$ cat config.mk
export PLATFORM = sky130hd
export DESIGN_NAME = chr_cell
export DESIGN_NICKNAME = d
export VERILOG_FILES = /design/src/hw/rtl/chr_pkg.sv /design/src/hw/rtl/chr_cell.sv
export SDC_FILE = /design/constraint.sdc
export NUM_CORES = 1
export LEC_CHECK = 0
export BUFFER_PORTS_ARGS = -buffer_cell sky130_fd_sc_hd__buf_2
export CORE_MARGIN = 1.5
export CORE_UTILIZATION = 25
export CTS_BUF_LIST = sky130_fd_sc_hd__clkbuf_8
export DETAILED_ROUTE_END_ITERATION = 6
export GPL_TIMING_DRIVEN = 1
export HOLD_SLACK_MARGIN = 0.05
export SYNTH_ARGS = -nofsm -noshare
export SYNTH_HDL_FRONTEND = slang
export SYNTH_SLANG_ARGS = --single-unit
$ cat constraint.sdc
create_clock -name clock -period 8.27 [get_ports clock]
set_clock_uncertainty 0.05 [all_clocks]
set_input_delay 1.654 -clock clock [delete_from_list [all_inputs] [get_ports clock]]
set_output_delay 1.654 -clock clock [all_outputs]
set_load 0.02 [all_outputs]
$ cat src/hw/rtl/chr_pkg.sv
`timescale 1ns / 1ps
package chr_pkg;

   localparam int OP_W     = 2;
   localparam int NODE_W   = 4;
   localparam int HASH_W   = 64;
   localparam int STATUS_W = 2;

   localparam logic [OP_W-1:0] OP_INSERT = 2'd0;
   localparam logic [OP_W-1:0] OP_REMOVE = 2'd1;
   localparam logic [OP_W-1:0] OP_LOOKUP = 2'd2;

   localparam logic [STATUS_W-1:0] ST_OK    = 2'd0;
   localparam logic [STATUS_W-1:0] ST_EMPTY = 2'd1;
   localparam logic [STATUS_W-1:0] ST_FULL  = 2'd2;

   typedef struct packed {
      logic [OP_W-1:0]   opcode;
      logic [NODE_W-1:0] node;
      logic [HASH_W-1:0] point_hash;
      logic [HASH_W-1:0] key_hash;
   } req_type;

   typedef struct packed {
      logic              active;
      logic              have_ge;
      logic [HASH_W-1:0] best_ge;
      logic [NODE_W-1:0] own_ge;
      logic              have_any;
      logic [HASH_W-1:0] best_min;
      logic [NODE_W-1:0] own_min;
      logic              dup;
      logic              free_found;
   } token_type;

   typedef struct packed {
      logic              en;
      logic [HASH_W-1:0] pos;
      logic [NODE_W-1:0] owner;
   } write_type;

endpackage

$ cat src/hw/rtl/chr_cell.sv
`timescale 1ns / 1ps
module chr_cell #(
   parameter int IDX_W = 8,
   parameter int INDEX = 0
) (
   input  logic                 clock,
   input  logic                 reset,
   input  chr_pkg::req_type     req,
   input  chr_pkg::token_type   tok_in,
   input  logic [IDX_W-1:0]     idx_in,
   output chr_pkg::token_type   tok_out,
   output logic [IDX_W-1:0]     idx_out,
   input  chr_pkg::write_type   wr,
   input  logic [IDX_W-1:0]     wr_idx
);
   import chr_pkg::*;

   logic              valid_ff, valid_in;
   logic [HASH_W-1:0] pos_ff, pos_in;
   logic [NODE_W-1:0] owner_ff, owner_in;
   token_type         tok_ff, tok_in_next;
   logic [IDX_W-1:0]  idx_ff, idx_in_next;

   always_comb begin
      tok_in_next = tok_in;
      idx_in_next = idx_in;
      valid_in    = valid_ff;
      pos_in      = pos_ff;
      owner_in    = owner_ff;
      if (tok_in.active) begin
         case (req.opcode)
            OP_INSERT: begin
               if (valid_ff && pos_ff == req.point_hash) begin
                  owner_in        = req.node;
                  tok_in_next.dup = 1'b1;
               end else if (!valid_ff && !tok_in.free_found) begin
                  tok_in_next.free_found = 1'b1;
                  idx_in_next            = IDX_W'(INDEX);
               end
            end
            OP_REMOVE: begin
               if (valid_ff && owner_ff == req.node) begin
                  valid_in = 1'b0;
               end
            end
            OP_LOOKUP: begin
               if (valid_ff) begin
                  if (!tok_in.have_any || pos_ff < tok_in.best_min) begin
                     tok_in_next.have_any = 1'b1;
                     tok_in_next.best_min = pos_ff;
                     tok_in_next.own_min  = owner_ff;
                  end
                  if (pos_ff >= req.key_hash &&
                      (!tok_in.have_ge || pos_ff < tok_in.best_ge)) begin
                     tok_in_next.have_ge = 1'b1;
                     tok_in_next.best_ge = pos_ff;
                     tok_in_next.own_ge  = owner_ff;
                  end
               end
            end
            default: begin
            end
         endcase
      end
      if (wr.en && wr_idx == IDX_W'(INDEX)) begin
         valid_in = 1'b1;
         pos_in   = wr.pos;
         owner_in = wr.owner;
      end
   end

   always_ff @(posedge clock) begin
      if (reset) begin
         valid_ff <= 1'b0;
         tok_ff   <= '0;
      end else begin
         valid_ff <= valid_in;
         tok_ff   <= tok_in_next;
      end
      pos_ff   <= pos_in;
      owner_ff <= owner_in;
      idx_ff   <= idx_in_next;
   end

   assign tok_out = tok_ff;
   assign idx_out = idx_ff;

endmodule

# Word level (Yosys, flattened, before mapping)
# Index checks and enable logic that the tools add are counted.
dict set report totals {
  n_memories 0
  latch_bits 0
  wordCells 61
  in_bits 362
  ram_bits 0
  regBits 218
  romBits 0
}
dict set report classes {
  add_sub_neg 0
  reduce_logical 20
  n_bitwise 0
  div_mod_pow 0
  n_lt_le_gt_ge 3
  muxes 21
  n_shift 0
  multipliers 0
  eq_ne 4
}
# operator n
set ops {}
lappend ops {{$mux W138} 2}
lappend ops {{$mux W140} 1}
lappend ops {{$mux W69} 2}
lappend ops {{$lt A64 B64 Y1} 2}
lappend ops {{$eq A64 B64 Y1} 1}
lappend ops {{$ge A64 B64 Y1} 1}
lappend ops {{$mux W8} 4}
lappend ops {{$mux W4} 4}
lappend ops {{$reduce_bool A2 Y1} 5}
lappend ops {{$logic_not A8 Y1} 1}
lappend ops {{$mux W1} 7}
lappend ops {{$reduce_and A3 Y1} 2}
lappend ops {{$logic_and A1 B1 Y1} 5}
lappend ops {{$eq A4 B4 Y1} 1}
lappend ops {{$logic_not A1 Y1} 4}
lappend ops {{$eq A2 B1 Y1 const B} 1}
lappend ops {{$eq A2 B2 Y1 const B} 1}
lappend ops {{$logic_not A2 Y1} 1}
lappend ops {{$logic_or A1 B1 Y1} 2}
lappend ops {{$mux W2} 1}

# Longest topological paths before layout
# Gate-level depths: netlist (run 1).
dict set report depth {
  word_depth 7
  ltp_mapped 13
}

# Least setup slack after synthesis (run 1)
# Ideal clock, no wire load.
dict set report synth_timing {
  path_type {input to register}
  start {input tok_in[108] (netlist name)}
  end {register tok_ff, in the netlist tok_out[71]}
  n_path_buf 1
  setup_ns 0.123
  cell_stages 11
  arrival_time_ns 4.150
  path_slack_ns 3.947
  cell_sequence {inv_1 -> ha_1 -> a21oi_1 -> nor2_1 -> a2111oi_0 -> a21oi_1 -> or4_4 -> a221oi_4 -> o211a_1 -> buf_6 -> mux2_1}
}
dict set report synth_between {
  elab_chain_cells 7
}
# item line
set synth_lines {}
lappend synth_lines {{start, declared} chr_cell.sv:9} ;# input chr_pkg::token_type tok_in,
lappend synth_lines {{$lt A64 B64 Y1} chr_cell.sv:54} ;# (!tok_in.have_ge || pos_ff < tok_in.best_ge)) begin
lappend synth_lines {{$logic_or A1 B1 Y1} chr_cell.sv:54}
lappend synth_lines {{$logic_and A1 B1 Y1} chr_cell.sv:53} ;# if (pos_ff >= req.key_hash &&
lappend synth_lines {{$mux W69} chr_cell.sv:53}
lappend synth_lines {{$mux W138} chr_cell.sv:47} ;# if (valid_ff) begin
lappend synth_lines {{$mux W138} chr_cell.sv:31} ;# case (req.opcode)
lappend synth_lines {{$mux W140} chr_cell.sv:30} ;# if (tok_in.active) begin
lappend synth_lines {{end signal, assigned} chr_cell.sv:78} ;# tok_ff <= tok_in_next;
lappend synth_lines {{end, declared} chr_cell.sv:21} ;# token_type tok_ff, tok_in_next;
# No other way between the ends.
# A chain may end at the register's enable or synchronous reset.

# Final worst setup path (run 1)
dict set report layout_timing {
  start {input req[39] (netlist name)}
  end {register tok_ff, in the netlist tok_out[76]}
}
dict set report layout_between {
  elab_chain_cells 6
}
# item line
set layout_lines {}
lappend layout_lines {{start, declared} chr_cell.sv:8} ;# input chr_pkg::req_type req,
lappend layout_lines {{$ge A64 B64 Y1} chr_cell.sv:53}
lappend layout_lines {{$logic_and A1 B1 Y1} chr_cell.sv:53}
lappend layout_lines {{$mux W69} chr_cell.sv:53}
lappend layout_lines {{$mux W138} chr_cell.sv:47}
lappend layout_lines {{$mux W138} chr_cell.sv:31}
lappend layout_lines {{$mux W140} chr_cell.sv:30}
# No other way between the ends.

==> summary by stage, run 1 <==
Floorplanning
The core region is approximately 58000 um^2. 511 I/O pins were placed. The chip width is 245 um. The floorplan step set the die height to 245 um. The number of placement rows is 88. The effective utilization at floorplan is 0.253. The floorplan step defined a die boundary enclosing around 60000 um^2.

Detailed routing
The total iterations of the first detailed-routing run is 6. The wire length per cell is 22.5 um. After detailed routing, the number of remaining DRC violations is 0. The initial DRC count is 1099.

After detailed routing, the number of vias per cell comes to approximately 5.1. For this block, the via count after detailed routing is 15100. The total detailed-routing wirelength is 66300 um. The post-route antenna net violation count is 0.

Global routing
For this run, the total global-route usage over all layers was measured as 0.213. The number of global-route vias before repair came to 15100. For this run the aggregate overflow at the end of global routing stands at 0. Entering global routing, the biggest net connects 116 pins. The first global-routing pass estimated ~96000 um of wire. The initial antenna violation count was 7.

Critical path
The critical path goes through buf_2 -> inv_1 -> ha_1 -> a211oi_1 -> o21ai_0 -> o221ai_1 -> o211ai_1 -> a311oi_1 -> o21ai_4 -> o211a_4 -> buf_4 -> o31ai_1. The number of buffers and inverters on the critical path is 3. The largest stage delay on the critical path is 1.06 ns. Along the worst path, the maximum fanout reaches 46.

The launch point of the worst reg-to-reg path is pos_ff[39]. The beginning of the critical path is req[39]. The kind of cell with the highest combined delay along the critical path is compound AO/OA/AOI/OAI gates.

STA puts the critical path data required time at 8.70 ns. STA classifies the critical path startpoint as an input port. The start-to-end type of the worst setup path is in2reg. The signal arrival time at the worst endpoint is 5.57 ns. The cell with the largest stage delay on the worst path is a311oi_1. The sort of element at the end of the critical path is a register.

Clocking
The buffer depth of the longest clock path is 3. Post-CTS repair changed the size of 0 cells. The clock transition time at the flip-flop clock pins of the worst setup and hold paths is 0.06 ns.

In this run, CTS created clock tree buffers numbering 44. Buffers added to address setup during post-CTS repair amount to 0. In this run the clock root is driven by a clkbuf_8. The clock latency reported for the late side of the worst-skew pair is approximately 0.61 ns. TritonCTS built the clock tree. The number of H-tree branching levels is 2. The hold buffer count at cts is 0.

The clock net sink count is ~220.

Place
The routability congestion estimate from global placement is roughly 0.94. The number of placed instances, taps included, is 2865. The count of buffers from port buffering is 510. The HPWL reported at the end of detailed placement is 52000 um. The post-place instance area is 17900 um^2.

Synthesis
For this run, asynchronously set or reset flops after synthesis account for 0. The most common cell in the synthesized netlist is inv_1. Yosys attributes the largest share of cell area to dfxtp_1, ha_1, edfxtp_1. When the netlist entered floorplanning its net count stood at 2229.

The number of enable-type register cells in the synthesized netlist is 68. Counting every instance in the synthesized netlist gives 1677. The share of synthesized area in the top cell type comes to 0.206.

Each instance of the synthesized netlist takes up on average 8.70 um^2. The synthesized design contains 218 register bits. The largest total area in the synthesized netlist belongs to dfxtp_1.

The dominant synthesized flop cell is dfxtp_1. The Yosys step of the flow raised 0 warnings. The commonest cells after synthesis are inv_1, ha_1, dfxtp_1, a21oi_1, nor2_1. The count of cell types in the netlist is 56. After synthesis the cells add up to 14600 um^2. The share of the Yosys chip area taken by registers is 0.346.

Timing
The clock period minus worst slack is 5.15 ns. The transition time at the pin with the least slew margin is about 1.2 ns. Dividing the final minimum period by the clock period gives 0.622. The final-report hold violation count is 0.

The relative slew slack is 0.212. Derived from the worst setup path, the maximum achievable clock frequency is 194 MHz. The final-layout setup total negative slack is 0 ns.

The number of pins with negative max-slew slack in the final report was 0. The final number of setup-violating endpoints is 0. Setup repair after global routing left no endpoint under its margin.

Final layout
With fillers left out, the area of the finished cells amounts to 18800 um^2. The ratio of cells with drive above 1 in the final layout is 0.273. The net count reported at finish is 2698. Relative to the synthesized area, the layout overhead comes to 28.7%. Once layout is complete, the utilization of the core stands at 0.325. The count of non-filler cells in the finished layout is 2952.

Status
The run finished with clean final reports.

Pwr
VDD sags by at most 0.0000965 V. For this design the static power due to leakage is 9.00 nW. The ratio of total power to cell area is 148 nW/um^2. The design draws 0.00278 W.

Job
The reported max-cap violation count is 0.

Worst hold path
The startpoint identified for the worst hold timing path is valid_ff. The min-delay analysis places its worst path in the category reg2reg.
==> metrics by stage <==
stage	worst slack (ns)	hold WS, ns
floorplan	3.95	0.428
global placement	2.81	0.545
detailed placement	2.69	0.553
CTS	3.31	0.559
global route	3.00	0.580
finish	3.12	0.557
==> state kept, by name, indices dropped and copies added (netlist names) <==
signal / cells
idx_out: 8
owner_ff: 4
pos_ff: 64
tok_out: 141
valid_ff: 1
==> logic make-up (layout without fill, tap and decap cells) <==
kind of cell / count (synthesis) / in the layout / share of synthesized area
compound gates: 438 / 438 / 0.207
xor+xnor: 53 / 53 / 0.0318
fa+ha+maj: 190 / 190 / 0.163
buf+inv: 313 / 818 / 0.0824
flops: 218 / 218 / 0.346
mux: 5 / 5 / 0.00377
other cells: 0 / 5 / 0
simple gates: 460 / 460 / 0.166
==> final timing paths <==
kind                  to  depth (start not counted)  slack [ns]
max          tok_out[76]                         12        3.12
min             valid_ff                          2        0.56
max reg2reg  tok_out[76]                         10        3.72
min reg2reg     valid_ff                          2        0.56
==> where the power goes <==
group | leakage (nW) | internal (W) | switching (W)
Sequential | 1.86 | 0.00114 | 0.0000150
Clock | 0.538 | 0.000633 | 0.000529
Combinational | 6.60 | 0.000183 | 0.000276
Total | 9.00 | 0.00196 | 0.000820
==> layer usage <==
metal,vias up,track usage,part of all wire
met3,112,0.0351,0.065
met2,698,0.355,0.47
li1,7089,-,-
met1,7241,0.278,0.44
met5,-,0,0.00045
met4,4,0.0715,0.029
==> tightest hold or removal path, delay by kind of cell (launching register included) <==
| kind | cells | cell delay (ns) |
|---|---|---|
| flops | 1 | 0.40 |
| compound gates | 2 | 0.16 |
==> area by class of cell <==
type	instances	area, um^2
fill	6180	38900
multi-input combinational	1146	8400
sequential	218	5040
timing repair buffer	522	2660
tap	765	957
inverter	214	805
clock buffer	52	716
clock inverter	30	178
antenna	5	12.5
==> cell usage in the layout, fill, tap and decap left out, types with 7 or more instances in the layout <==
cell type	instances
dfxtp_1	150
o21ai_0	29
nor4_1	17
nor3_1	9
buf_2	509
clkbuf_8	52
o211ai_1	69
nand4_1	39
nand3_1	83
or3_1	65
buf_4	11
a21oi_1	126
o2111ai_1	64
nand2_1	36
a21o_1	27
a211oi_1	15
inv_1	233
xor2_1	37
edfxtp_1	68
clkinv_2	7
o31ai_1	65
nor2_1	112
xnor2_1	16
ha_1	190
nor2b_1	74
o22ai_1	8
Note: power is estimated with default switching activity, not from simulation.
==> run 2, diff against run 1 <==
clock period = 4.6 ns   (was 8.27 ns; I/O delays follow)
==> summary by stage, run 2 (same netlist as run 1, synthesis figures left out) <==
Place
The HPWL reported at the end of detailed placement is 52000 um (+0.15%). The instance count after placement with tap cells included came to 2878 (+0.45%). The post-place instance area is 18100 um^2 (+1.1%). The routability congestion estimate from global placement is 0.926 (-1.3%). The count of buffers from port buffering is 510 (unchanged).

Clocking
The number of gates given a new drive strength after cts is 0 (unchanged). The total setup buffers inserted after CTS is 0 (unchanged). The clock net sink count is 218 (unchanged). The CTS buffer count is 45 (+2.3%). The CTS tree is yes.

The clock tree root buffer cell is clkbuf_8. The clock transition time at the flip-flop clock pins of the worst setup and hold paths is 0.07 ns (about the same). The buffer depth of the longest clock path is 3 (unchanged).

The hold buffer count at cts was 0 (unchanged). The clock latency reported for the late side of the worst-skew pair came to 0.62 ns (about the same). The number of H-tree branching levels was 2 (unchanged).

Detailed routing
The post-route antenna net violation count is 0 (unchanged). The wire length per cell came to 22.2 um (-1.2%). The initial DRC count is 803 (-27%).

The DRC violation count after routing came to 0 (unchanged). The total detailed-routing wirelength is 65900 um (-0.57%). The total iterations of the first detailed-routing run is 5 (-1). The total via count after detailed routing came to 15100 (-0.59%). The detailed-route vias per instance is 5.07 (-1.2%).

Timing
Setup repair after global routing left no endpoint under its margin. After layout, the minimum clock period comes to approximately 3.7 ns. The final-layout setup total negative slack is 0 ns (unchanged).

The final-report hold violation count is 0 (unchanged). Timing would allow up to 268 MHz. The number of pins with negative max-slew slack in the final report came to 0 (unchanged).

The relative slew slack is 0.441 (+0.230). The final number of setup-violating endpoints came to 0 (unchanged). The transition time at the pin with the least slew margin is 0.838 ns (-0.336 ns). Dividing the final minimum period by the clock period gives 0.812.

Critical path
The beginning of the critical path is pos_ff[29]. STA classifies the critical path endpoint as a register. The largest stage delay on the critical path is 0.74 ns (-0.32 ns). The slack of the worst reg-to-reg path was 0.86 ns (-2.86 ns). The critical path ends at tok_out[95]. The worst-case reg-to-reg path depth came to 11 (+1). The largest fanout on the critical path is 44 (-4.3%).

The start-to-end type of the worst setup path is reg2reg. The startpoint identified for the worst register-to-register timing path is pos_ff[29]. The startpoint kind of the worst setup timing path is a register. The signal arrival time at the worst endpoint is 4.16 ns (-1.41 ns). The worst flop-to-flop path endpoint is tok_out[95]. Among all stages on the critical path, the largest delay is contributed by nor4_1. Traced cell by cell, the critical path runs through ha_1 -> nand4_1 -> nor4_1 -> nand2_1 -> nand3_1 -> a311oi_1 -> buf_4 -> o21ai_4 -> o211a_4 -> buf_12 -> o31ai_1. The data required time at the worst endpoint came to 5.03 ns (-3.67 ns).

Floorplanning
The vertical die dimension is 245 um (unchanged). The effective utilization at floorplan is 0.253 (unchanged). The core footprint is 57700 um^2 (unchanged).

The number of placement rows is 88 (unchanged). The floorplan die area is 59800 um^2 (unchanged). The chip width is 245 um (unchanged). The top-level I/O count is 511 (unchanged).

Job
The reported max-cap violation count was 0 (unchanged).

Final layout
The commonest non-fill, non-tap cell in the layout is buf_2. The count of non-filler cells in the finished layout was 2970 (+0.61%). The net count reported at finish is 2712 (+0.52%). The design area came to 19000 um^2 (+1.4%).

The relative area change from synthesis to final layout is 30.5%. The number of fill cells came to 6132 (-0.78%). The flip-flop count of the largest register after layout is 141 (unchanged).

Leaving out fill and tap cells, the most frequent cells in the layout are buf_2, inv_1, ha_1, dfxtp_1, a21oi_1. The fraction of the core area covered by cells at the end of the flow was 0.330 (+0.00468). The ratio of cells with drive above 1 in the final layout is 0.278 (+0.00509).

Worst hold path
The class of the worst hold path is in2reg.

Pwr
The worst voltage drop across the vdd grid was 0.000178 V (+84%). The leakage power of the design is 9.09 nW (+1.0%). The ratio of total power to cell area came to 269 nW/um^2 (+82%).

Global routing
The number of global-route vias before repair is 15000 (-0.42%). The largest net degree at the start of global routing came to 137 (+18%). The total overflow reported by the global router is 0 (unchanged).

The overall fraction of global-route tracks in use came to 0.212 (-0.000627). The global-route wire length before repair is 95100 um (-0.51%). The initial antenna violation count came to 11 (+4).

Status
The run finished with clean final reports.
## run 2: worst max-delay path, delay by kind of cell, from the launching register on
| family | cells | cell delay [ns] |
|---|---|---|
| adders and majority gates | 1 | 0.39 |
| AOI/OAI and AO/OA | 4 | 0.79 |
| buffers and inverters | 2 | 0.49 |
| DFF | 1 | 0.55 |
| and+or+nand+nor | 4 | 1.19 |
## run 2: routing by layer
metal,track usage,part of all wire,up-vias,wire [um]
li1,-,-,7126,-
met5,0,0.00021,-,14
met4,0.0655,0.025,4,1680
met2,0.355,0.47,622,31100
met3,0.0398,0.067,104,4420
met1,0.276,0.44,7198,28700
## run 2: cell type report
type,count,area (um^2),area share
antenna,9,22.5,0.00118
clock inverter,28,199,0.0104
timing repair buffer,535,2860,0.150
inverter,214,805,0.0422
sequential,218,5040,0.265
clock buffer,55,757,0.0397
multi-input combinational,1146,8400,0.441
tap,765,957,0.0503
## run 2: where the power goes
| group | internal (W) | leakage (nW) | switching, W |
|---|---|---|---|
| Combinational | 0.000335 | 6.69 | 0.000496 |
| Clock | 0.00125 | 0.535 | 0.000960 |
| Sequential | 0.00205 | 1.86 | 0.0000265 |
| Total | 0.00364 | 9.09 | 0.00148 |
## run 2: per-stage QoR
stage	hold slack, ns	total power (W)	setup slack [ns]
6_report	0.432	0.00512	0.865
5_1_grt	0.389	0.00535	0.751
4_1_cts	0.361	0.00519	0.790
3_5_place_dp	0.525	0.00295	0.414
3_3_place_gp	0.517	0.00293	0.387
2_1_floorplan	0.428	0.00255	1.01
## run 2: worst min-delay path by stage
stage | start | end | cells past startpoint
floorplan | valid_ff | valid_ff | 2
global placement | valid_ff | valid_ff | 2
detailed placement | valid_ff | valid_ff | 2
CTS | wr[24] | pos_ff[20] | 1
global route | wr[29] | pos_ff[25] | 1
finish | wr[24] | pos_ff[20] | 1
==> run 3, diff against run 2 <==
clock period = 3.35 ns   (was 4.6 ns; I/O delays follow)
==> summary by stage, run 3 (same netlist as run 1, synthesis figures left out) <==
Critical path
The family of cells with the greatest summed delay on the critical path is simple AND/OR/NAND/NOR gates. The data required time at the worst endpoint is 3.76 ns (-1.27 ns). The largest stage delay on the critical path is 0.60 ns (-0.14 ns).

The sort of element at the end of the critical path is a register. The critical path goes through ha_1 -> and4_1 -> nand4_1 -> nor4_4 -> nand3_2 -> o211a_4 -> buf_12 -> buf_4 -> o211ai_1. The worst setup path is launched from a register. The signal arrival time at the worst endpoint is 3.68 ns (-0.48 ns).

The largest fanout on the critical path came to 8 (-82%). The critical path is of the reg2reg type. The count of buffering cells on the critical path with inverters included is 2 (unchanged). The slack of the worst reg-to-reg path is 0.08 ns (-0.78 ns). The cell with the largest stage delay on the worst path is edfxtp_1.

Final layout
The net count reported at finish is 2786 (+2.7%). The relative area change from synthesis to final layout is 35.0%. The ratio of cells with drive above 1 in the final layout is 0.302 (+0.0245).

The commonest non-fill, non-tap cell in the layout is buf_2. In the layout the commonest cells are buf_2, inv_1, ha_1, dfxtp_1, a21oi_1. The flip-flop count of the largest register after layout is 141 (unchanged). The number of fill cells is 6053 (-1.3%).

Detailed routing
The total via count after detailed routing is 15400 (+2.3%). The post-route antenna net violation count is 0 (unchanged). The total detailed-routing wirelength came to 68700 um (+4.1%). The detailed-route vias per instance is 5.07 (about the same). The wire length per cell is 22.6 um (+1.9%).

The total iterations of the first detailed-routing run was 5 (unchanged). The DRC violation count after routing is 0 (unchanged). The initial DRC count is 911 (+13%).

Clocking
The clock tree root buffer cell is clkbuf_8. The number of H-tree branching levels is 2 (unchanged). The clock net sink count came to 218 (unchanged). The hold buffer count at cts came to 0 (unchanged). The clock latency reported for the late side of the worst-skew pair is 0.62 ns (about the same). The buffer depth of the longest clock path is 3 (unchanged).

The clock transition time at the flip-flop clock pins of the worst setup and hold paths was 0.06 ns (about the same). The CTS buffer count is 43 (-4.4%). TritonCTS built the clock tree.

Pwr
The switching share of power came to 0.295 (+0.00533). The cell-internal power came to 0.00487 W (+34%). The switching power summed over all nets is 0.00204 W (+37%). The clock network power share is 0.414 (-0.018). The share of power burned in combinational logic came to 0.172 (+0.010).

The share of power burned in registers is 0.414 (+0.008). The leakage power of the design was 9.47 nW (+4.2%). The overall power consumption is 0.00691 W (+35%). The ratio of total power to cell area came to 351 nW/um^2 (+31%).

The worst voltage drop across the vdd grid is 0.000228 V (+29%).

Floorplanning
The top-level I/O count is 511 (unchanged). The vertical die dimension is 245 um (unchanged). The chip width is 245 um (unchanged).

The core footprint is 57700 um^2 (unchanged). The number of placement rows came to 88 (unchanged). The floorplan die area was 59800 um^2 (unchanged). The effective utilization at floorplan is 0.253 (unchanged).

Timing
The transition time at the pin with the least slew margin is 0.782 ns (-0.0561 ns). The fmax is 306 MHz (+14%). The final number of setup-violating endpoints was 0 (unchanged). The setup slack of the critical path after layout is 0.0801 ns (-0.785 ns).

The clock period minus worst slack was 3.27 ns (-0.465 ns). The final-report hold violation count was 0 (unchanged). The number of pins with negative max-slew slack in the final report is 0 (unchanged).

The relative slew slack is 0.474 (+0.0326). The final period utilization is 0.976 (+0.164).

Global routing
The total overflow reported by the global router is 0 (unchanged). The overall fraction of global-route tracks in use is 0.219 (+0.00628). The initial antenna violation count is 10 (-1). The number of global-route vias before repair is 15400 (+2.7%). The largest net degree at the start of global routing is 71 (-48%). The global-route wire length before repair is 97400 um (+2.4%).

Place
The count of buffers from port buffering is 510 (unchanged). The post-placement setup slack is -0.520 ns (-0.934 ns). The routability congestion estimate from global placement is 0.913 (-1.4%).

The HPWL reported at the end of detailed placement came to 54700 um (+5.1%).

Job
The reported max-cap violation count is 0 (unchanged).

Worst hold path
The min-delay analysis places its worst path in the category in2reg.

Status
The flow ran to the end, and the final reports show no timing, DRC or antenna violations.
[run 3: cell count changes in the layout (fill, tap and decap cells not counted), moves of 5 or more]
cell      before  now
inv_1        225  231
buf_12         9   17
buf_4         16   82
clkbuf_8      55   46
diode_2        9    4
[run 3: power groups by stage]
stage          clock network [W]  logic (W)  registers [W]
2_1_floorplan                  0   0.000470        0.00303
3_3_place_gp                   0    0.00115        0.00292
3_5_place_dp                   0    0.00117        0.00292
4_1_cts                  0.00294    0.00118        0.00286
5_1_grt                  0.00303    0.00130        0.00286
6_report                 0.00286    0.00119        0.00286
[run 3: final timing paths]
| check | startpoint | endpoint | cells after the start |
|---|---|---|---|
| worst max register to register | pos_ff[31] | tok_out[17] | 9 |
| worst max-delay path | pos_ff[31] | tok_out[17] | 9 |
| worst min register to register | valid_ff | valid_ff | 2 |
| worst min-delay path | wr[25] | pos_ff[21] | 1 |
[run 3: routing by layer]
metal	global-route usage	up-vias	wire, um
met5	0	-	68
met4	0.0708	10	1960
met3	0.0375	126	4710
met2	0.364	725	32100
met1	0.285	7273	29800
li1	-	7259	-
[run 3: repair_timing]
item	CTS	global route
buffers inserted	1	9
pin swaps	1	2
gates cloned	0	1
endpoints found under the setup margin	69	136
gates resized for setup	2	14
[run 3: per-stage QoR]
stage,instances,hold slack (ns),setup TNS [ns],util,instance area (um^2)
after floorplan,1677,0.428,0,-,14600
after global placement,2943,0.523,-20.38,0.323,18600
after detailed placement,2943,0.554,-35.28,0.323,18600
after CTS,3021,0.123,0,0.338,19500
after global routing,3034,0.150,-0.00888,0.341,19700
final,3035,0.181,0,0.341,19700
[run 3: area by class of cell]
class,count,area [um^2],area share
Multi-Input combinational cell,1147,8490,0.431
Sequential cell,218,5040,0.256
Timing Repair Buffer,610,3530,0.179
Tap cell,765,957,0.0486
Inverter,214,805,0.0408
Clock buffer,46,633,0.0321
Clock inverter,31,229,0.0116
Antenna cell,4,10.0,0.000508
[run 3: worst register-to-register path, stage by stage, from the launching register on]
cell and delay, ns:
edfxtp_1 0.60, ha_1 0.41, and4_1 0.22, nand4_1 0.20
nor4_4 0.46, nand3_2 0.23, o211a_4 0.31, buf_12 0.15
buf_4 0.19, o211ai_1 0.31
